--- src/sv/npe_pkg.sv ---
// Shared types, constants and saturating Q-format helpers for the Newton
// polynomial extremum block. No dependencies.
`default_nettype none
package npe_pkg;

  localparam int WORD_W = 64;
  localparam int CFG_INDEX_W = 3;
  localparam int COEF_REGS = 5;
  localparam int KFAC_W = 4;
  localparam int IDX_W = 3;

  typedef logic signed [WORD_W-1:0] word_t;

  localparam logic [CFG_INDEX_W-1:0] CFG_COEF_0 = 3'd0;
  localparam logic [CFG_INDEX_W-1:0] CFG_COEF_1 = 3'd1;
  localparam logic [CFG_INDEX_W-1:0] CFG_COEF_2 = 3'd2;
  localparam logic [CFG_INDEX_W-1:0] CFG_COEF_3 = 3'd3;
  localparam logic [CFG_INDEX_W-1:0] CFG_COEF_4 = 3'd4;
  localparam logic [CFG_INDEX_W-1:0] CFG_TOL    = 3'd5;
  localparam logic [CFG_INDEX_W-1:0] CFG_FD     = 3'd6;
  localparam logic [CFG_INDEX_W-1:0] CFG_STEP   = 3'd7;

  localparam word_t RST_COEF_0 = -64'sd25819263327455;
  localparam word_t RST_COEF_1 = 64'sd26565819408184;
  localparam word_t RST_COEF_2 = 64'sd17430249971877;
  localparam word_t RST_COEF_3 = -64'sd24629060462182;
  localparam word_t RST_COEF_4 = 64'sd5497558138880;
  localparam logic [62:0] RST_TOL  = 63'd10995116;
  localparam logic [62:0] RST_STEP = 63'd1099511628;

  localparam word_t WORD_MAX = {1'b0, {(WORD_W-1){1'b1}}};
  localparam word_t WORD_MIN = {1'b1, {(WORD_W-1){1'b0}}};

  // evaluation kinds
  localparam logic [1:0] K_POLY = 2'd0;
  localparam logic [1:0] K_D1   = 2'd1;
  localparam logic [1:0] K_D2   = 2'd2;

  // result status
  localparam logic [1:0] ST_CONV  = 2'd0;
  localparam logic [1:0] ST_LIMIT = 2'd1;
  localparam logic [1:0] ST_ZERO  = 2'd2;

  // datapath operations
  localparam logic [3:0] OP_NONE      = 4'd0;
  localparam logic [3:0] OP_LOAD      = 4'd1;
  localparam logic [3:0] OP_EV_SET    = 4'd2;
  localparam logic [3:0] OP_EV_INIT   = 4'd3;
  localparam logic [3:0] OP_MUL       = 4'd4;
  localparam logic [3:0] OP_EV_ADD    = 4'd5;
  localparam logic [3:0] OP_STORE     = 4'd6;
  localparam logic [3:0] OP_DIV       = 4'd7;
  localparam logic [3:0] OP_DIV_STORE = 4'd8;
  localparam logic [3:0] OP_PUBLISH   = 4'd9;

  // evaluation point select
  localparam logic [2:0] EV_X   = 3'd0;
  localparam logic [2:0] EV_XPH = 3'd1;
  localparam logic [2:0] EV_XMH = 3'd2;

  // evaluation store select
  localparam logic [2:0] SD_P0  = 3'd0;
  localparam logic [2:0] SD_FWD = 3'd1;
  localparam logic [2:0] SD_BWD = 3'd2;
  localparam logic [2:0] SD_D1  = 3'd3;
  localparam logic [2:0] SD_D2  = 3'd4;
  localparam logic [2:0] SD_NONE = 3'd5;

  // divide operand select
  localparam logic [2:0] DV_FWD_H = 3'd0;
  localparam logic [2:0] DV_SUM_H = 3'd1;
  localparam logic [2:0] DV_T_H   = 3'd2;
  localparam logic [2:0] DV_D1_D2 = 3'd3;

  // quotient store select
  localparam logic [2:0] DS_D1 = 3'd0;
  localparam logic [2:0] DS_T  = 3'd1;
  localparam logic [2:0] DS_D2 = 3'd2;
  localparam logic [2:0] DS_X  = 3'd3;

  typedef struct packed {
    logic [3:0]       op;
    logic [1:0]       kind;
    logic [IDX_W-1:0] idx;
    logic [2:0]       sel;
  } npe_cmd_t;

  typedef struct packed {
    logic mul_done;
    logic div_done;
    logic d1_small;
    logic d2_zero;
    logic fd_mode;
  } npe_stat_t;

  function automatic logic [WORD_W-1:0] mag(input word_t v);
    mag = v[WORD_W-1] ? (~v + 64'd1) : v;
  endfunction

  function automatic word_t from_mag(input logic [WORD_W-1:0] m, input logic neg,
                                     input logic ovf);
    if (neg) from_mag = (ovf || m[WORD_W-1]) ? WORD_MIN : word_t'(~m + 64'd1);
    else     from_mag = (ovf || m[WORD_W-1]) ? WORD_MAX : word_t'(m);
  endfunction

  function automatic word_t sadd(input word_t a, input word_t b);
    logic [WORD_W:0] s;
    s = {a[WORD_W-1], a} + {b[WORD_W-1], b};
    if (s[WORD_W] != s[WORD_W-1]) sadd = s[WORD_W] ? WORD_MIN : WORD_MAX;
    else sadd = word_t'(s[WORD_W-1:0]);
  endfunction

  function automatic word_t ssub(input word_t a, input word_t b);
    logic [WORD_W:0] s;
    s = {a[WORD_W-1], a} - {b[WORD_W-1], b};
    if (s[WORD_W] != s[WORD_W-1]) ssub = s[WORD_W] ? WORD_MIN : WORD_MAX;
    else ssub = word_t'(s[WORD_W-1:0]);
  endfunction

  function automatic word_t smulk(input word_t v, input logic [KFAC_W-1:0] k);
    logic [WORD_W+KFAC_W-1:0] p;
    p = {{KFAC_W{1'b0}}, mag(v)} * {{WORD_W{1'b0}}, k};
    smulk = from_mag(p[WORD_W-1:0], v[WORD_W-1], |p[WORD_W+KFAC_W-1:WORD_W]);
  endfunction

  function automatic logic [KFAC_W-1:0] kfac(input logic [1:0] kind,
                                            input logic [IDX_W-1:0] i);
    logic [2*IDX_W-1:0] pr;
    pr = {{IDX_W{1'b0}}, i} * {{IDX_W{1'b0}}, i - 3'd1};
    unique case (kind)
      K_D1:    kfac = KFAC_W'(i);
      K_D2:    kfac = pr[KFAC_W-1:0];
      default: kfac = 4'd1;
    endcase
  endfunction

  function automatic logic [IDX_W-1:0] klo(input logic [1:0] kind);
    unique case (kind)
      K_D1:    klo = 3'd1;
      K_D2:    klo = 3'd2;
      default: klo = 3'd0;
    endcase
  endfunction

endpackage
`default_nettype wire

--- src/sv/npe_ctrl.sv ---
// Controller: sequences derivative evaluation, convergence checks, Newton
// updates and result hand-off. Depends on npe_pkg.
`default_nettype none
module npe_ctrl #(
  parameter int MAX_ITERATIONS = 64,
  parameter int COEFF_COUNT = 5
) (
  input  wire logic           clk,
  input  wire logic           rst,
  input  wire logic           in_valid,
  output logic                in_stall,
  output logic                out_valid,
  input  wire logic           out_stall,
  output logic [6:0]          iterations_used,
  output logic [1:0]          status,
  output npe_pkg::npe_cmd_t   cmd,
  input  npe_pkg::npe_stat_t  stat
);
  import npe_pkg::*;

  localparam int ITW = $clog2(MAX_ITERATIONS + 1);

  localparam logic [3:0] S_IDLE     = 4'd0;
  localparam logic [3:0] S_EV_SET   = 4'd1;
  localparam logic [3:0] S_EV_INIT  = 4'd2;
  localparam logic [3:0] S_EV_MUL   = 4'd3;
  localparam logic [3:0] S_EV_WAIT  = 4'd4;
  localparam logic [3:0] S_EV_ADD   = 4'd5;
  localparam logic [3:0] S_EV_STORE = 4'd6;
  localparam logic [3:0] S_DIV      = 4'd7;
  localparam logic [3:0] S_DIV_WAIT = 4'd8;
  localparam logic [3:0] S_CHECK    = 4'd9;
  localparam logic [3:0] S_D2CHK    = 4'd10;
  localparam logic [3:0] S_FIN      = 4'd11;

  localparam logic [3:0] PH_P0     = 4'd0;
  localparam logic [3:0] PH_FWD    = 4'd1;
  localparam logic [3:0] PH_BWD    = 4'd2;
  localparam logic [3:0] PH_D1     = 4'd3;
  localparam logic [3:0] PH_D2     = 4'd4;
  localparam logic [3:0] PH_VAL    = 4'd5;
  localparam logic [3:0] PH_DIV_D1 = 4'd6;
  localparam logic [3:0] PH_DIV_T  = 4'd7;
  localparam logic [3:0] PH_DIV_D2 = 4'd8;
  localparam logic [3:0] PH_DIV_X  = 4'd9;

  logic [3:0]       state, state_next, phase, phase_next;
  logic [IDX_W-1:0] idx, idx_next;
  logic [ITW-1:0]   iters, iters_next;
  logic [1:0]       fin_status, fin_status_next;
  logic [1:0]       kind;
  logic             publish;

  always_comb begin
    unique case (phase)
      PH_D1:   kind = K_D1;
      PH_D2:   kind = K_D2;
      default: kind = K_POLY;
    endcase
  end

  always_comb begin
    state_next      = state;
    phase_next      = phase;
    idx_next        = idx;
    iters_next      = iters;
    fin_status_next = fin_status;
    publish         = 1'b0;
    cmd             = '0;
    cmd.op          = OP_NONE;
    cmd.kind        = kind;
    cmd.idx         = idx;
    unique case (state)
      S_IDLE: begin
        if (in_valid) begin
          cmd.op     = OP_LOAD;
          iters_next = '0;
          phase_next = stat.fd_mode ? PH_P0 : PH_D1;
          state_next = S_EV_SET;
        end
      end
      S_EV_SET: begin
        cmd.op = OP_EV_SET;
        unique case (phase)
          PH_FWD:  cmd.sel = EV_XPH;
          PH_BWD:  cmd.sel = EV_XMH;
          default: cmd.sel = EV_X;
        endcase
        state_next = S_EV_INIT;
      end
      S_EV_INIT: begin
        cmd.op   = OP_EV_INIT;
        idx_next = IDX_W'(COEFF_COUNT - 2);
        state_next = (IDX_W'(COEFF_COUNT - 2) < klo(kind)) ? S_EV_STORE : S_EV_MUL;
      end
      S_EV_MUL: begin
        cmd.op     = OP_MUL;
        state_next = S_EV_WAIT;
      end
      S_EV_WAIT: begin
        if (stat.mul_done) state_next = S_EV_ADD;
      end
      S_EV_ADD: begin
        cmd.op = OP_EV_ADD;
        if (idx == klo(kind)) begin
          state_next = S_EV_STORE;
        end else begin
          idx_next   = idx - 1'b1;
          state_next = S_EV_MUL;
        end
      end
      S_EV_STORE: begin
        cmd.op = OP_STORE;
        unique case (phase)
          PH_P0: begin
            cmd.sel = SD_P0;  phase_next = PH_FWD; state_next = S_EV_SET;
          end
          PH_FWD: begin
            cmd.sel = SD_FWD; phase_next = PH_BWD; state_next = S_EV_SET;
          end
          PH_BWD: begin
            cmd.sel = SD_BWD; phase_next = PH_DIV_D1; state_next = S_DIV;
          end
          PH_D1: begin
            cmd.sel = SD_D1;  state_next = S_CHECK;
          end
          PH_D2: begin
            cmd.sel = SD_D2;  state_next = S_D2CHK;
          end
          default: begin
            cmd.sel = SD_NONE; state_next = S_FIN;
          end
        endcase
      end
      S_DIV: begin
        cmd.op = OP_DIV;
        unique case (phase)
          PH_DIV_D1: cmd.sel = DV_FWD_H;
          PH_DIV_T:  cmd.sel = DV_SUM_H;
          PH_DIV_D2: cmd.sel = DV_T_H;
          default:   cmd.sel = DV_D1_D2;
        endcase
        state_next = S_DIV_WAIT;
      end
      S_DIV_WAIT: begin
        if (stat.div_done) begin
          cmd.op = OP_DIV_STORE;
          unique case (phase)
            PH_DIV_D1: begin
              cmd.sel = DS_D1; state_next = S_CHECK;
            end
            PH_DIV_T: begin
              cmd.sel = DS_T; phase_next = PH_DIV_D2; state_next = S_DIV;
            end
            PH_DIV_D2: begin
              cmd.sel = DS_D2; state_next = S_D2CHK;
            end
            default: begin
              cmd.sel    = DS_X;
              iters_next = iters + 1'b1;
              phase_next = stat.fd_mode ? PH_P0 : PH_D1;
              state_next = S_EV_SET;
            end
          endcase
        end
      end
      S_CHECK: begin
        priority if (stat.d1_small) begin
          fin_status_next = ST_CONV;
          phase_next      = PH_VAL;
          state_next      = S_EV_SET;
        end else if (iters >= ITW'(MAX_ITERATIONS)) begin
          fin_status_next = ST_LIMIT;
          phase_next      = PH_VAL;
          state_next      = S_EV_SET;
        end else begin
          phase_next = stat.fd_mode ? PH_DIV_T : PH_D2;
          state_next = stat.fd_mode ? S_DIV : S_EV_SET;
        end
      end
      S_D2CHK: begin
        if (stat.d2_zero) begin
          fin_status_next = ST_ZERO;
          phase_next      = PH_VAL;
          state_next      = S_EV_SET;
        end else begin
          phase_next = PH_DIV_X;
          state_next = S_DIV;
        end
      end
      S_FIN: begin
        if (!out_valid || !out_stall) begin
          cmd.op     = OP_PUBLISH;
          publish    = 1'b1;
          state_next = S_IDLE;
        end
      end
      default: state_next = S_IDLE;
    endcase
  end

  assign in_stall = state != S_IDLE;

  always_ff @(posedge clk) begin
    if (rst) begin
      state      <= S_IDLE;
      phase      <= PH_P0;
      idx        <= '0;
      iters      <= '0;
      fin_status <= ST_CONV;
      out_valid  <= 1'b0;
    end else begin
      state      <= state_next;
      phase      <= phase_next;
      idx        <= idx_next;
      iters      <= iters_next;
      fin_status <= fin_status_next;
      if (publish) begin
        out_valid       <= 1'b1;
        iterations_used <= 7'(iters);
        status          <= fin_status;
      end else if (out_valid && !out_stall) begin
        out_valid <= 1'b0;
      end
    end
  end
endmodule
`default_nettype wire

--- config.mk ---
export PLATFORM = sky130hd
export DESIGN_NAME = npe_ctrl
export DESIGN_NICKNAME = d
export VERILOG_FILES = /design/src/sv/npe_pkg.sv /design/src/sv/npe_ctrl.sv
export SDC_FILE = /design/constraint.sdc
export NUM_CORES = 1
export LEC_CHECK = 0
export ABC_AREA = 1
export BUFFER_PORTS_ARGS = -buffer_cell sky130_fd_sc_hd__buf_2
export CAP_MARGIN = 20
export CORE_UTILIZATION = 45
export CTS_BUF_LIST = sky130_fd_sc_hd__clkbuf_4 sky130_fd_sc_hd__clkbuf_8
export CTS_CLUSTER_DIAMETER = 30
export DETAILED_ROUTE_END_ITERATION = 8
export PLACE_DENSITY = 0.67
export SYNTH_ARGS = -nofsm -noshare
export SYNTH_HDL_FRONTEND = slang
export SYNTH_SLANG_ARGS = --single-unit
--- constraint.sdc ---
create_clock -name clk -period 2.2 [get_ports clk]
set_input_delay 0.44 -clock clk [delete_from_list [all_inputs] [get_ports clk]]
set_output_delay 0.44 -clock clk [all_outputs]
set_load 0.005 [all_outputs]
Word level (Yosys, flattened, before mapping)
Index checks and enable logic that the tools add are counted.
{ "classes": {"n_addsub": 2, "muxes": 50, "n_eq_ne": 31, "magnitude_cmp": 2, "bitwise": 1, "n_reduce_logical": 21} }
{ "op_table": {"columns": ["cell", "count"], "rows": [
  ["4-bit case mux with 12 select lines", 1],
  ["4-bit 2-to-1 mux", 9],
  ["4-bit case mux with 9 select lines", 1],
  ["4-bit by 3-bit equality test with 1-bit output, second input constant", 7],
  ["3-bit 2-to-1 mux", 9],
  ["4-bit case mux with 3 select lines", 2],
  ["7-bit 2-to-1 mux", 3],
  ["4-bit equality test, second input constant", 5],
  ["4-bit case mux with 5 select lines", 1],
  ["4-bit by 2-bit equality test with 1-bit output, second input constant", 4],
  ["2-bit 2-to-1 mux", 8],
  ["2-bit inequality test, second input constant", 8],
  ["2-bit case mux with 2 select lines", 4],
  ["4-bit case mux with 4 select lines", 1],
  ["3-bit case mux with 5 select lines", 1],
  ["7-bit case mux with 2 select lines", 1],
  ["3-bit case mux with 4 select lines", 1],
  ["4-bit by 1-bit equality test with 1-bit output, second input constant", 2],
  ["4-bit zero test", 2],
  ["4-bit case mux with 2 select lines", 1],
  ["4-bit AND reduction", 2],
  ["2-bit nonzero test", 4],
  ["7-bit by 1-bit adder with 7-bit output, second input constant", 1],
  ["7-bit >= comparator, second input constant", 1],
  ["other kinds (21)", 28]
]} }
{ "word_totals": {"in_bits": 9, "elab_cells": 115, "out_inout_bits": 23, "ff_bits": 30} }

Longest topological paths before layout
Gate-level depths: netlist of run 1.
{ "logic_depth": {"ltp_word": 8, "depth_mapped": 11, "mapped_depth_nobuf": 11} }

Worst setup path after synthesis of run 1
Ideal clock, no wire load.
{ "synth_timing": {"path_kind": "input to register", "startpoint": "input port rst", "endpoint": "register iterations_used[0] (enable)", "path_buffers": 2, "setup_time_ns": 0.374, "t_arrival_ns": 1.238, "path_slack_ns": 0.588, "path_stages": 3, "required_ns": 1.826, "cell_sequence": "clkbuf_1 > clkbuf_1 > nor2_1"} }
{ "synth_between": {"elab_chain_cells": 2} }
{ "synth_lines": {"columns": ["item", "line", "text"], "rows": [
  ["start: declaration", "npe_ctrl.sv:9", "input wire logic rst,"],
  ["1-bit NOT (no line)", null, null],
  ["2-bit AND reduction (no line)", null, null],
  ["end signal: assignment", "npe_ctrl.sv:220", "iterations_used <= 7'(iters);"],
  ["end: declaration", "npe_ctrl.sv:14", "output logic [6:0] iterations_used,"]
]} }
Every way passes these cells.
A chain may end at the register's enable or synchronous reset.

==> impl.org, run 1 <==
** Place
- Detailed placement finished with a half-perimeter wire length of 3310 um.
- OpenSTA, run right after detailed placement, puts the worst setup slack at 0.355 ns.
- Routability Congestion :: 0.868
- Port buffering added 31 buffers.
- The number of placed instances, taps included, is 350.

** Logic synthesis
- Post-synth EDFFs :: 9
- Ranked by instance count, the synthesized netlist is headed by sky130_fd_sc_hd__nand2_1, sky130_fd_sc_hd__nor2_1, sky130_fd_sc_hd__inv_1.
- Number of standard cells after synthesis :: 271
- After synthesis, the netlist uses 29 different library cells.
- Area of the mapped netlist :: 0.00179 mm2
- Count of state elements after synthesis :: 30
- Share of flip-flops with an asynchronous set or reset :: 0%
- Largest area contributor in the netlist :: sky130_fd_sc_hd__dfxtp_1
- Area share of the leading cell type in the synthesized netlist :: between 20% and 30%
- For this run, the number of Yosys warnings is 0.
- Mean cell area of the mapped netlist :: roughly 6.6 um2
- Cell types occupying the most area after synthesis :: sky130_fd_sc_hd__dfxtp_1, sky130_fd_sc_hd__nand2_1, sky130_fd_sc_hd__edfxtp_1
- For this run, the register share of the synthesized area comes to 38.6%.
- Yosys instantiated no cell more often than sky130_fd_sc_hd__nand2_1.
- The most used flip-flop cell after synthesis is sky130_fd_sc_hd__dfxtp_1.
- Synthesized Nets :: roughly 280

** STA
- Headroom to the max-slew limit came out at 78.5%.
- Final cycle utilization of the critical path :: 91.4%
- Sum Neg Setup Slack :: 0 ns
- Final hold violation count :: 0
- Pin slew with the least headroom to its limit :: 0.322 ns
- Count of endpoints failing setup in the final report :: 0
- Slew Limit Fails :: 0
- Achievable frequency :: about 500 MHz
- Setup slack closes at 0.190 ns.
- Max Clock Skew :: 0.00433 ns
- Period minus WS final :: 2.01 ns

** Critical path
- Critical path endpoint category :: output port
- Launch point of the worst reg-to-reg path :: state[0]
- Data on the critical path arrives at its endpoint at 1.57 ns.
- Startpoint Class :: flop
- Worst-case register-to-register setup slack :: 0.55 ns
- The critical path in this run is classified as reg -> out.
- The worst register-to-register path has a depth of 9.
- The endpoint identified for the worst register-to-register timing path is phase[0].
- Largest driver fanout on the critical path :: 7
- Required time of the critical path :: 1.76 ns

** Detailed routing
- The first detailed-routing pass ran for 4 iterations.
- Post-route DRC :: 0
- Total via count after detailed routing :: 1,809
- The detail route stage leaves a number of antenna-violating nets equal to 0.
- The detailed router finished its first iteration with 159 violations.
- Total routed wirelength :: a little over 4000 um
- Routed wire per std cell :: 11.6 um
- Vias per cell :: 5.05

** Hold path
- Hold/Removal Path Class :: reg -> reg
- The startpoint identified for the worst hold timing path is fin_status[0].
- Cell count of the worst hold path :: 0
- Endpoint with the worst hold slack :: status[0]

** Finish
- Area Growth Syn to Fin :: 20.2%
- N_diodes :: 0
- At the end of the flow, the number of nets in the layout was 320.
- Fraction of layout cells with a size suffix above 1 :: 18.1%
- Excluding fillers, the count of instances in the completed layout stands at around 360.
- Cells fill between 50% and 60% of the core in the end.

** CTS
- The H-tree was split into 2 levels.
- TritonCTS Sinks :: 30
- Cell at the root of the clock tree :: sky130_fd_sc_hd__clkbuf_8
- Count of buffers added by post-CTS timing repair for setup :: 0
- CTS tree :: built
- CTS Buf Count :: 5
- After clock tree synthesis, the clock-pin slew on the worst setup and hold paths is 0.06 ns.
- The later pin in the worst-skew pair is clocked with a latency of 0.28 ns.
- Max Root-Sink Buffers :: 2

** Global route
- Number of global-route vias before repair :: between 1,500 and 2,000
- Maximum number of pins on one net before global-route repair :: 18
- The first global-routing pass estimated 6780 um of wire.
- The initial antenna violation count was 0.
- The total overflow left after global routing is 0.
- Overall routing resource usage :: around a fifth

** Floorplanning
- For this configuration, the core starts out at a cell density of between 40% and 50%.
- Number of primary I/O pins :: 32
- Core footprint :: 0.00374 mm2
- Die outline area :: 0.00423 mm2
- Vertical die dimension :: around 65 um
- The floorplan has 22 rows.
- Measured along the x axis, the die boundary spans 65.0 um.

** Pwr
- Worst VDD drop :: 378 uV
- In this run the static leakage power is 0.00107 uW.
- Cell Pwr Density :: 757 mW/mm2
- Sum of internal, switching and leakage power :: 1630 uW

** Flow run
- Max-cap violations in this run came to 0.

** Run status
- Run status :: finished, final reports clean
==> worst max-delay path: stages (launching register included) <==
cell and delay, ns:
sky130_fd_sc_hd__dfxtp_2 0.38, sky130_fd_sc_hd__inv_1 0.09, sky130_fd_sc_hd__nor2_4 0.15, sky130_fd_sc_hd__nand2_2 0.13, sky130_fd_sc_hd__o21ai_1 0.18, sky130_fd_sc_hd__inv_1 0.07, sky130_fd_sc_hd__o211ai_1 0.16, sky130_fd_sc_hd__buf_2 0.14
==> cells in the final DEF (no fill, tap or decap), types with 2 or more instances in the layout <==
| cell type | instances |
|---|---|
| sky130_fd_sc_hd__a21oi_1 | 18 |
| sky130_fd_sc_hd__buf_2 | 31 |
| sky130_fd_sc_hd__buf_4 | 2 |
| sky130_fd_sc_hd__bufinv_16 | 2 |
| sky130_fd_sc_hd__clkbuf_8 | 5 |
| sky130_fd_sc_hd__dfxtp_1 | 20 |
| sky130_fd_sc_hd__edfxtp_1 | 9 |
| sky130_fd_sc_hd__ha_1 | 2 |
| sky130_fd_sc_hd__inv_1 | 31 |
| sky130_fd_sc_hd__nand2_1 | 84 |
| sky130_fd_sc_hd__nand2_2 | 4 |
| sky130_fd_sc_hd__nand3_1 | 20 |
| sky130_fd_sc_hd__nand4_1 | 4 |
| sky130_fd_sc_hd__nor2_1 | 43 |
| sky130_fd_sc_hd__nor2_2 | 3 |
| sky130_fd_sc_hd__nor2_4 | 2 |
| sky130_fd_sc_hd__o211ai_1 | 2 |
| sky130_fd_sc_hd__o21ai_0 | 8 |
| sky130_fd_sc_hd__xor2_1 | 4 |
==> layout make-up <==
class | instances | area [um2]
Multi-Input combinational cell | 206 | 968
Clock buffer | 5 | 68.8
Tap cell | 48 | 60.1
Clock inverter | 3 | 63.8
Timing Repair Buffer | 33 | 170
Fill cell | 385 | 1590
Inverter | 33 | 126
Sequential cell | 30 | 692
==> flip-flops by register name, summed over array words and instances, names as in the netlist <==
| signal | count |
|---|---|
| fin_status | 2 |
| idx | 3 |
| iterations_used | 7 |
| iters | 7 |
| out_valid | 1 |
| phase | 4 |
| state | 4 |
| status | 2 |
==> where the power goes <==
group	total (uW)	switching, uW	internal (uW)
combinational	349	232	117
clock	652	204	448
sequential	627	29.6	597
total	1630	465	1160
==> metrics by stage <==
stage | area (um2) | hold WS, ns
4_1_cts | 2140 | 0.437
3_3_place_gp | 2010 | 0.418
6_report | 2150 | 0.440
2_1_floorplan | 1790 | 0.409
3_5_place_dp | 2010 | 0.422
5_1_grt | 2150 | 0.452
==> worst max path at each step <==
stage	startpoint	slack, ns	endpoint	cells after the start
3_3_place_gp	state[3]	0.43	cmd[1]	7
4_1_cts	state[3]	0.04	cmd[1]	7
3_5_place_dp	state[3]	0.36	cmd[1]	7
6_report	state[3]	0.19	cmd[1]	7
2_1_floorplan	rst	0.59	iterations_used[0]	3
5_1_grt	state[3]	-0.03	cmd[0]	8
==> per-layer routing <==
metal / vias up / wire (um) / GRT usage, %
li1: 949 / - / -
met1: 799 / 2070 / 29.3
met2: 57 / 1790 / 31.4
met3: 4 / 255 / 5.63
met4: 0 / 34 / 6.25
met5: - / 0 / 0
==> kinds of logic after synthesis <==
group,share of synthesized area (%)
xor gates and xnor gates,2.45
and+or+nand+nor,39.5
buffers and inverters,7.49
adders and majority gates,1.40
DFF,38.6
AOI/OAI and AO/OA,10.6
==> timing repair <==
action / 4_1_cts / 5_1_grt
hold buffers: 0 / 0
endpoints found under the setup margin: 0 / 2
resized for setup: 0 / 4
No activity file was read; power rests on OpenSTA's default activity.
==> inputs of run 2 (changes only) <==
--- a/config.mk
+++ b/config.mk
@@ -6,8 +6,9 @@
 export NUM_CORES = 1
 export LEC_CHECK = 0
 export ABC_AREA = 1
-export BUFFER_PORTS_ARGS = -buffer_cell sky130_fd_sc_hd__buf_2
+export BUFFER_PORTS_ARGS = -buffer_cell sky130_fd_sc_hd__clkbuf_2
 export CAP_MARGIN = 20
+export CORE_ASPECT_RATIO = 1.1
 export CORE_UTILIZATION = 45
 export CTS_BUF_LIST = sky130_fd_sc_hd__clkbuf_4 sky130_fd_sc_hd__clkbuf_8
 export CTS_CLUSTER_DIAMETER = 30
==> impl.org, run 2 (synthesis gave the netlist of run 1 again) <==
** Global route
- The global routing usage summed across all routing layers came to 21.7% (+0.74 points).
- Total congestion overflow after global routing :: 0 (unchanged)
- The initial antenna violation count was 0 (unchanged).
- The maximum number of pins on one net before global-route repair is 18 (unchanged).
- Wire length of the first global-routing pass :: 7020 um (+3.7%)
- The number of global-route vias before repair came to 1,527 (+0.26%).

** CTS
- TritonCTS built the clock tree.
- The clock network latency to the later pin of the worst-skew pair came to 0.28 ns (about the same).
- The clock-pin slew reported for the worst setup and hold paths after clock tree synthesis came to 0.06 ns (about the same).
- CTS Buf Count :: 5 (unchanged)
- Max Root-Sink Buffers :: 2 (unchanged)
- Cell at the root of the clock tree :: sky130_fd_sc_hd__clkbuf_8
- H-tree depth reported by CTS :: 2 (unchanged)
- The clock sink total is 30 (unchanged).
- Count of buffers added by post-CTS timing repair for setup :: 0 (unchanged)

** Critical path
- The internal reg-to-reg setup slack was 0.53 ns (-0.02 ns).
- The depth of the worst register-to-register path was 9 (unchanged).
- Series of cell instances along the critical path :: inv_1, nor2_4, nand2_2, o21ai_1, inv_1, o211ai_1, clkbuf_2
- The maximum fanout along the worst path is 7 (unchanged).
- By startpoint and endpoint, the worst setup path is classified as reg -> out.
- The worst register-to-register path begins at state[0].
- In this run the worst setup path terminates at cmd[1].
- CP max stage delay :: 0.38 ns (about the same)
- CP Launch Point :: state[3]
- Endpoint of the worst register-to-register path :: phase[1]
- The buffering stage count on the worst path with inverters included is 3 (unchanged).
- The data arrival time at the worst-slack endpoint came to 1.57 ns (about the same).
- The largest individual stage delay along the critical path comes from the cell sky130_fd_sc_hd__dfxtp_2.
- Counting stages on the worst path, the most repeated cell is sky130_fd_sc_hd__inv_1.
- Required time of the critical path :: 1.76 ns (about the same)
- Number of stages on the worst setup path :: 7 (unchanged)
- The kind of cell with the highest combined delay along the critical path is flip-flops.
- Startpoint Class :: flop
- STA classifies the critical path endpoint as an output port.

** Pwr
- Static Leakage :: 0.00103 uW (-3.9%)
- The fraction of power consumed by sequential logic came to 44.7% (+6.2 points).
- Worst VDD drop :: 373 uV (-1.3%)
- The logic gate share of total power came to 24.8% (+3.3 points).
- Internal power contribution :: 926 uW (-20%)
- The switching power came to 476 uW (+2.3%).
- The power density of the placed cells was 669 mW/mm2 (-12%).
- Proportion of total power due to net switching :: 34.0% (+5.4 points)
- The part of the power in the clock network is 30.5% (-9.5 points).
- Sum of internal, switching and leakage power :: 1400 uW (-14%)

** STA
- The minimum clock period after layout is 2.01 ns (-0.000849 ns).
- Achievable frequency :: 498 MHz (about the same)
- Setup repair after global routing left no endpoint under its margin.
- Max Clock Skew :: 0.00846 ns (+0.00413 ns)
- Slew Limit Fails :: 0 (unchanged)
- Final hold violation count :: 0 (unchanged)
- Count of endpoints failing setup in the final report :: 0 (unchanged)
- The post-route clock period utilization came to 91.3% (about the same).
- The final setup TNS is 0 ns (unchanged).
- The slew at the pin with the worst max-slew slack came to 0.361 ns (+0.0397 ns).
- The smallest hold slack was 0.433 ns (-0.00657 ns).
- Headroom to the max-slew limit :: 75.9% (-2.6 points)

** Floorplanning
- Horizontal die dimension :: 62.1 um (-4.5%)
- The chip height was 68.1 um (+4.7%).
- Row count :: 23 (+4.5%)
- The total die area was 0.00423 mm2 (about the same).
- The standard cell core area was 0.00371 mm2 (-0.84%).
- The starting utilization of the core area is 48.2% (+0.40 points).
- The top-level I/O count was 32 (unchanged).

** Finish
- Largest regs :: iterations_used: 7 flops, iters: 7 flops
- The number of nets in the layout is 319 (-0.31%).
- N_diodes :: 0 (unchanged)
- Compared with the post-synthesis result, the final layout area differs by 17.3%.
- Most frequent standard cell in the layout excluding fill and tap cells :: sky130_fd_sc_hd__nand2_1
- Commonest cells after routing, fill and taps aside :: sky130_fd_sc_hd__nand2_1, sky130_fd_sc_hd__nor2_1, sky130_fd_sc_hd__inv_1, sky130_fd_sc_hd__clkbuf_2
- Fraction of layout cells with a size suffix above 1 :: 17.8% (-0.27 points)
- The layout filler cell count is 372 (-3.4%).
- The area of the multi-input gates is 968 um2 (unchanged).
- Storage cell area :: 692 um2 (unchanged)

** Detailed routing
- Drt pass-1 iters :: 7 (+3)
- The ratio of routed vias to standard cells came to 5.02 (-0.61%).
- Total via count after detailed routing :: 1,803 (-0.33%)
- The number of violations reported at the end of detailed-routing iteration 0 came to 96 (-40%).
- The total DRC errors in the routed layout is 0 (unchanged).
- The final wirelength is 4290 um (+3.3%).
- The routed length per instance came to 11.9 um (+3.0%).
- ANT nets after route :: 0 (unchanged)

** Place
- The routability congestion estimate from global placement came to 0.882 (+1.6%).
- Port-buffer cells :: 31 (unchanged)
- Half-perimeter wire length of the detailed placement result :: 3330 um (+0.48%)

** Hold path
- Hold/Removal Path Class :: in -> reg
- The worst hold path begins at stat[4].

** Flow run
- Max-cap violations :: 0 (unchanged)

** Run status
- The flow ran to the end, and the final reports show no timing, DRC or antenna violations.
run 2: cell count changes in the layout (fill, tap and decap cells not counted):
cell,delta
sky130_fd_sc_hd__buf_4,-1
sky130_fd_sc_hd__clkbuf_2,+31
sky130_fd_sc_hd__o21ai_1,+1
sky130_fd_sc_hd__bufinv_16,-2
sky130_fd_sc_hd__o21ai_0,-1
sky130_fd_sc_hd__clkinvlp_4,+1
sky130_fd_sc_hd__buf_2,-31
sky130_fd_sc_hd__clkinv_2,+1
run 2: how the worst min path moves through the flow:
stage | end | cells past startpoint
finish | state[2] | 3
CTS | state[2] | 3
floorplan | status[1] | 0
global placement | status[0] | 0
global route | out_valid | 3
detailed placement | status[1] | 0
run 2: worst min-delay path, delay by kind of cell:
kind	cells	cell delay (ns)
buffers and inverters	1	0.07
AOI/OAI and AO/OA	1	0.06
and+or+nand+nor	1	0.10
run 2: metal layers:
layer	up-vias	share of wire (%)	GRT usage, %
met4	0	1.0	8.14
met2	61	43	33.7
met1	791	48	28.8
met5	-	0	0
met3	5	7.8	6.33
li1	946	-	-
run 2: timing repair:
action                                  CTS  global route
endpoints found under the setup margin    0             2
hold buffers                              0             0
gates resized for setup                   0             5
run 2: through the flow:
step	util (%)	setup slack [ns]	cell area [um2]	cells
2_1_floorplan	-	0.588	1790	271
3_3_place_gp	54.0	0.427	2010	351
3_5_place_dp	54.0	0.364	2010	351
4_1_cts	56.3	0.0550	2090	359
5_1_grt	56.5	0.0181	2100	359
6_report	56.5	0.191	2100	359
run 2: cell type report:
type,count,share of cell area (%)
multi-input cells,206,46.2
flip-flops and latches,30,33.0
repair buffers,32,7.76
inverters,33,6.03
clock buffers,5,3.28
well taps,50,2.98
clock inverters,3,0.776
run 2: power by group through the flow:
stage	sequential (uW)	clock (uW)	combinational [uW]
after floorplan	632	0	254
after global placement	636	0	343
after detailed placement	638	0	342
after CTS	626	438	344
after global routing	630	466	396
final	626	428	347
==> inputs of run 3 (changes only) <==
--- a/config.mk
+++ b/config.mk
@@ -9,6 +9,7 @@
 export BUFFER_PORTS_ARGS = -buffer_cell sky130_fd_sc_hd__clkbuf_2
 export CAP_MARGIN = 20
 export CORE_ASPECT_RATIO = 1.1
+export CORE_MARGIN = 1.5
 export CORE_UTILIZATION = 45
 export CTS_BUF_LIST = sky130_fd_sc_hd__clkbuf_4 sky130_fd_sc_hd__clkbuf_8
 export CTS_CLUSTER_DIAMETER = 30
==> impl.org, run 3 (synthesis gave the netlist of run 1 again) <==
** Run status
- The run finished with clean final reports.

** Critical path
- The critical path in this run is classified as reg -> out.
- CP Launch Point :: phase[0]
- The internal reg-to-reg setup slack came to 0.60 ns (+0.07 ns).
- The data required time of the critical path is 1.76 ns (about the same).
- FF-to-FF path depth :: 9 (unchanged)
- In this run the critical register-to-register path is captured at phase[0].
- Largest driver fanout on the critical path :: 5 (-2)
- Arrival time at the worst endpoint :: 1.61 ns (+0.04 ns)
- The worst setup path is captured at an output port.
- Startpoint Class :: flop
- Launch point of the worst reg-to-reg path :: state[0]
- Critical Path End :: cmd[0]

** Finish
- Footprint of the multi-input gates :: 966 um2 (-0.26%)
- Final core utilization :: 57.7% (+1.2 points)
- The number of diodes added for antenna fixing is 0 (unchanged).
- The layout filler cell count was 377 (+1.3%).
- The count of placed standard cells in the final layout, fillers left out was 359 (unchanged).
- The final design area excluding fillers is 0.00214 mm2 (+2.2%).
- Leaving out fill and tap cells, the most frequent cells in the layout are sky130_fd_sc_hd__nand2_1, sky130_fd_sc_hd__nor2_1, sky130_fd_sc_hd__inv_1, sky130_fd_sc_hd__clkbuf_2, sky130_fd_sc_hd__nand3_1.
- The register area is 693 um2 (+0.18%).
- Largest regs :: iterations_used: 7 flops, iters: 7 flops
- The number of nets in the layout came to 319 (unchanged).
- The area growth from synthesis to layout is 19.9%.
- The ratio of cells with drive above 1 in the final layout is 17.8% (unchanged).
- Leaving out fill and tap cells, the most frequent cell in the layout is sky130_fd_sc_hd__nand2_1.

** Global route
- The first-pass GRT wire length came to 7300 um (+3.9%).
- Total congestion overflow after global routing :: 0 (unchanged)
- Number of global-route vias before repair :: 1,606 (+5.2%)
- Number of antenna violations at the first check in global routing :: 0 (unchanged)
- Maximum number of pins on one net before global-route repair :: 18 (unchanged)
- The global routing usage summed across all routing layers was 20.8% (-0.91 points).

** CTS
- The TritonCTS buffer count came to 5 (unchanged).
- Cell at the root of the clock tree :: sky130_fd_sc_hd__clkbuf_8
- The number of buffers inserted by hold repair at cts is 0 (unchanged).
- The number of H-tree branching levels came to 2 (unchanged).
- Worst-Skew Late Latency :: 0.29 ns (about the same)
- TritonCTS Sinks :: 30 (unchanged)
- TritonCTS built the clock tree.
- The count of buffers added by post-CTS timing repair for setup is 0 (unchanged).
- Clock transition at the registers of the reported paths :: 0.06 ns (about the same)
- The buffer depth of the longest clock path is 2 (unchanged).

** Place
- The half-perimeter wire length of the detailed placement result came to 3350 um (+0.74%).
- The area of placed instances was 0.00201 mm2 (unchanged).
- The post-placement cell count was 351 (unchanged).
- The routability congestion estimate from global placement came to 0.902 (+2.3%).
- Port-buffer cells :: 31 (unchanged)

** Pwr
- The peak supply drop was 458 uV (+23%).
- Static Leakage :: 0.00106 uW (+2.3%)
- The power density of the placed cells was 762 mW/mm2 (+14%).

** STA
- The minimum clock period after layout is 2.05 ns (+0.0421 ns).
- Pin slew with the least headroom to its limit :: 0.397 ns (+0.0351 ns)
- Final hold violation count :: 0 (unchanged)
- The clock skew after layout is 0.00504 ns (-0.00342 ns).
- The final setup TNS came to 0 ns (unchanged).
- Final cycle utilization of the critical path :: 93.3% (+1.9 points)
- Count of endpoints failing setup in the final report :: 0 (unchanged)
- Achievable frequency :: 487 MHz (-2.1%)
- The total count of max-transition violations in the final report came to 0 (unchanged).
- Headroom to the max-slew limit :: 73.5% (-2.3 points)

** Floorplanning
- Die outline area :: 0.00436 mm2 (+3.1%)
- Row count :: 23 (unchanged)
- Core footprint :: 0.00371 mm2 (unchanged)
- Initial core utilization :: 48.2% (unchanged)
- Horizontal die dimension :: 63.1 um (+1.6%)
- Vertical die dimension :: 69.1 um (+1.5%)
- The top-level I/O count came to 32 (unchanged).

** Detailed routing
- Total via count after detailed routing :: 1,782 (-1.2%)
- Vias per cell :: 4.96 (-1.2%)
- Total routed wirelength :: 4280 um (-0.23%)
- The routed length per instance is 11.9 um (-0.23%).
- Post-route DRC :: 0 (unchanged)
- The detailed-routing iteration count for the pre-antenna-repair pass is 4 (-3).
- The remaining antenna violation count after routing came to 0 (unchanged).
- Count of routing violations after the opening detailed-route iteration :: 82 (-15%)

** Hold path
- In this run the worst hold path is classified as in -> reg.

** Flow run
- The max-cap check violation count was 0 (unchanged).
run 3: cell count changes in the layout (fill, tap and decap cells not counted), sizes merged:
cell | before | now
clkinvlp | 1 | 0
bufinv | 0 | 2
clkinv | 2 | 1
run 3: report_power, final:
part	switching [uW]	internal (uW)	total [uW]	leakage (uW)
Clock	214	448	662	0.0000658
Combinational	234	112	346	0.000719
Sequential	27.8	598	625	0.000270
Total	476	1160	1630	0.00106
run 3: worst max-delay path, stage by stage (launching register included):
cell                       delay [ns]
sky130_fd_sc_hd__dfxtp_1         0.34
sky130_fd_sc_hd__nor2_1          0.32
sky130_fd_sc_hd__nand3_1         0.20
sky130_fd_sc_hd__nand2_1         0.14
sky130_fd_sc_hd__nand2_1         0.06
sky130_fd_sc_hd__o21ai_0         0.06
sky130_fd_sc_hd__o21ai_0         0.10
sky130_fd_sc_hd__clkbuf_2        0.12
run 3: layer usage:
layer / routed length [um] / part of all wire [%] / vias up / GRT usage [%]
li1: - / - / 945 / -
met4: 60 / 1.4 / 0 / 6.91
met5: 0 / 0 / - / 0
met1: 2150 / 50 / 791 / 28.6
met2: 1870 / 44 / 40 / 32.2
met3: 190 / 4.4 / 6 / 4.73
run 3: cell type report:
class	instances	share of cell area (%)
Clock buffer	5	3.21
Clock inverter	3	2.98
Inverter	33	5.90
Multi-Input combinational cell	206	45.1
Sequential cell	30	32.3
Tap cell	50	2.92
Timing Repair Buffer	32	7.59
run 3: what timing repair did:
| action | in CTS | in global routing |
|---|---|---|
| resized for setup | 0 | 4 |
| setup endpoints to repair | 0 | 2 |
| hold endpoints to repair | 0 | 0 |
run 3: worst min-delay path by stage:
stage             startpoint        end  slack, ns  cells after the start
2_1_floorplan  fin_status[1]  status[1]       0.41                      0
3_3_place_gp   fin_status[0]  status[0]       0.42                      0
3_5_place_dp   fin_status[0]  status[0]       0.42                      0
4_1_cts            out_stall  out_valid       0.43                      3
5_1_grt            out_stall  out_valid       0.44                      3
6_report             stat[4]   state[2]       0.43                      3
run 3: stage by stage:
| stage | setup WS [ns] | total power (uW) | hold WS, ns |
|---|---|---|---|
| 2_1_floorplan | 0.588 | 887 | 0.409 |
| 3_3_place_gp | 0.431 | 980 | 0.419 |
| 3_5_place_dp | 0.372 | 981 | 0.425 |
| 4_1_cts | 0.0435 | 1650 | 0.428 |
| 5_1_grt | -0.00107 | 1730 | 0.437 |
| 6_report | 0.148 | 1630 | 0.433 |
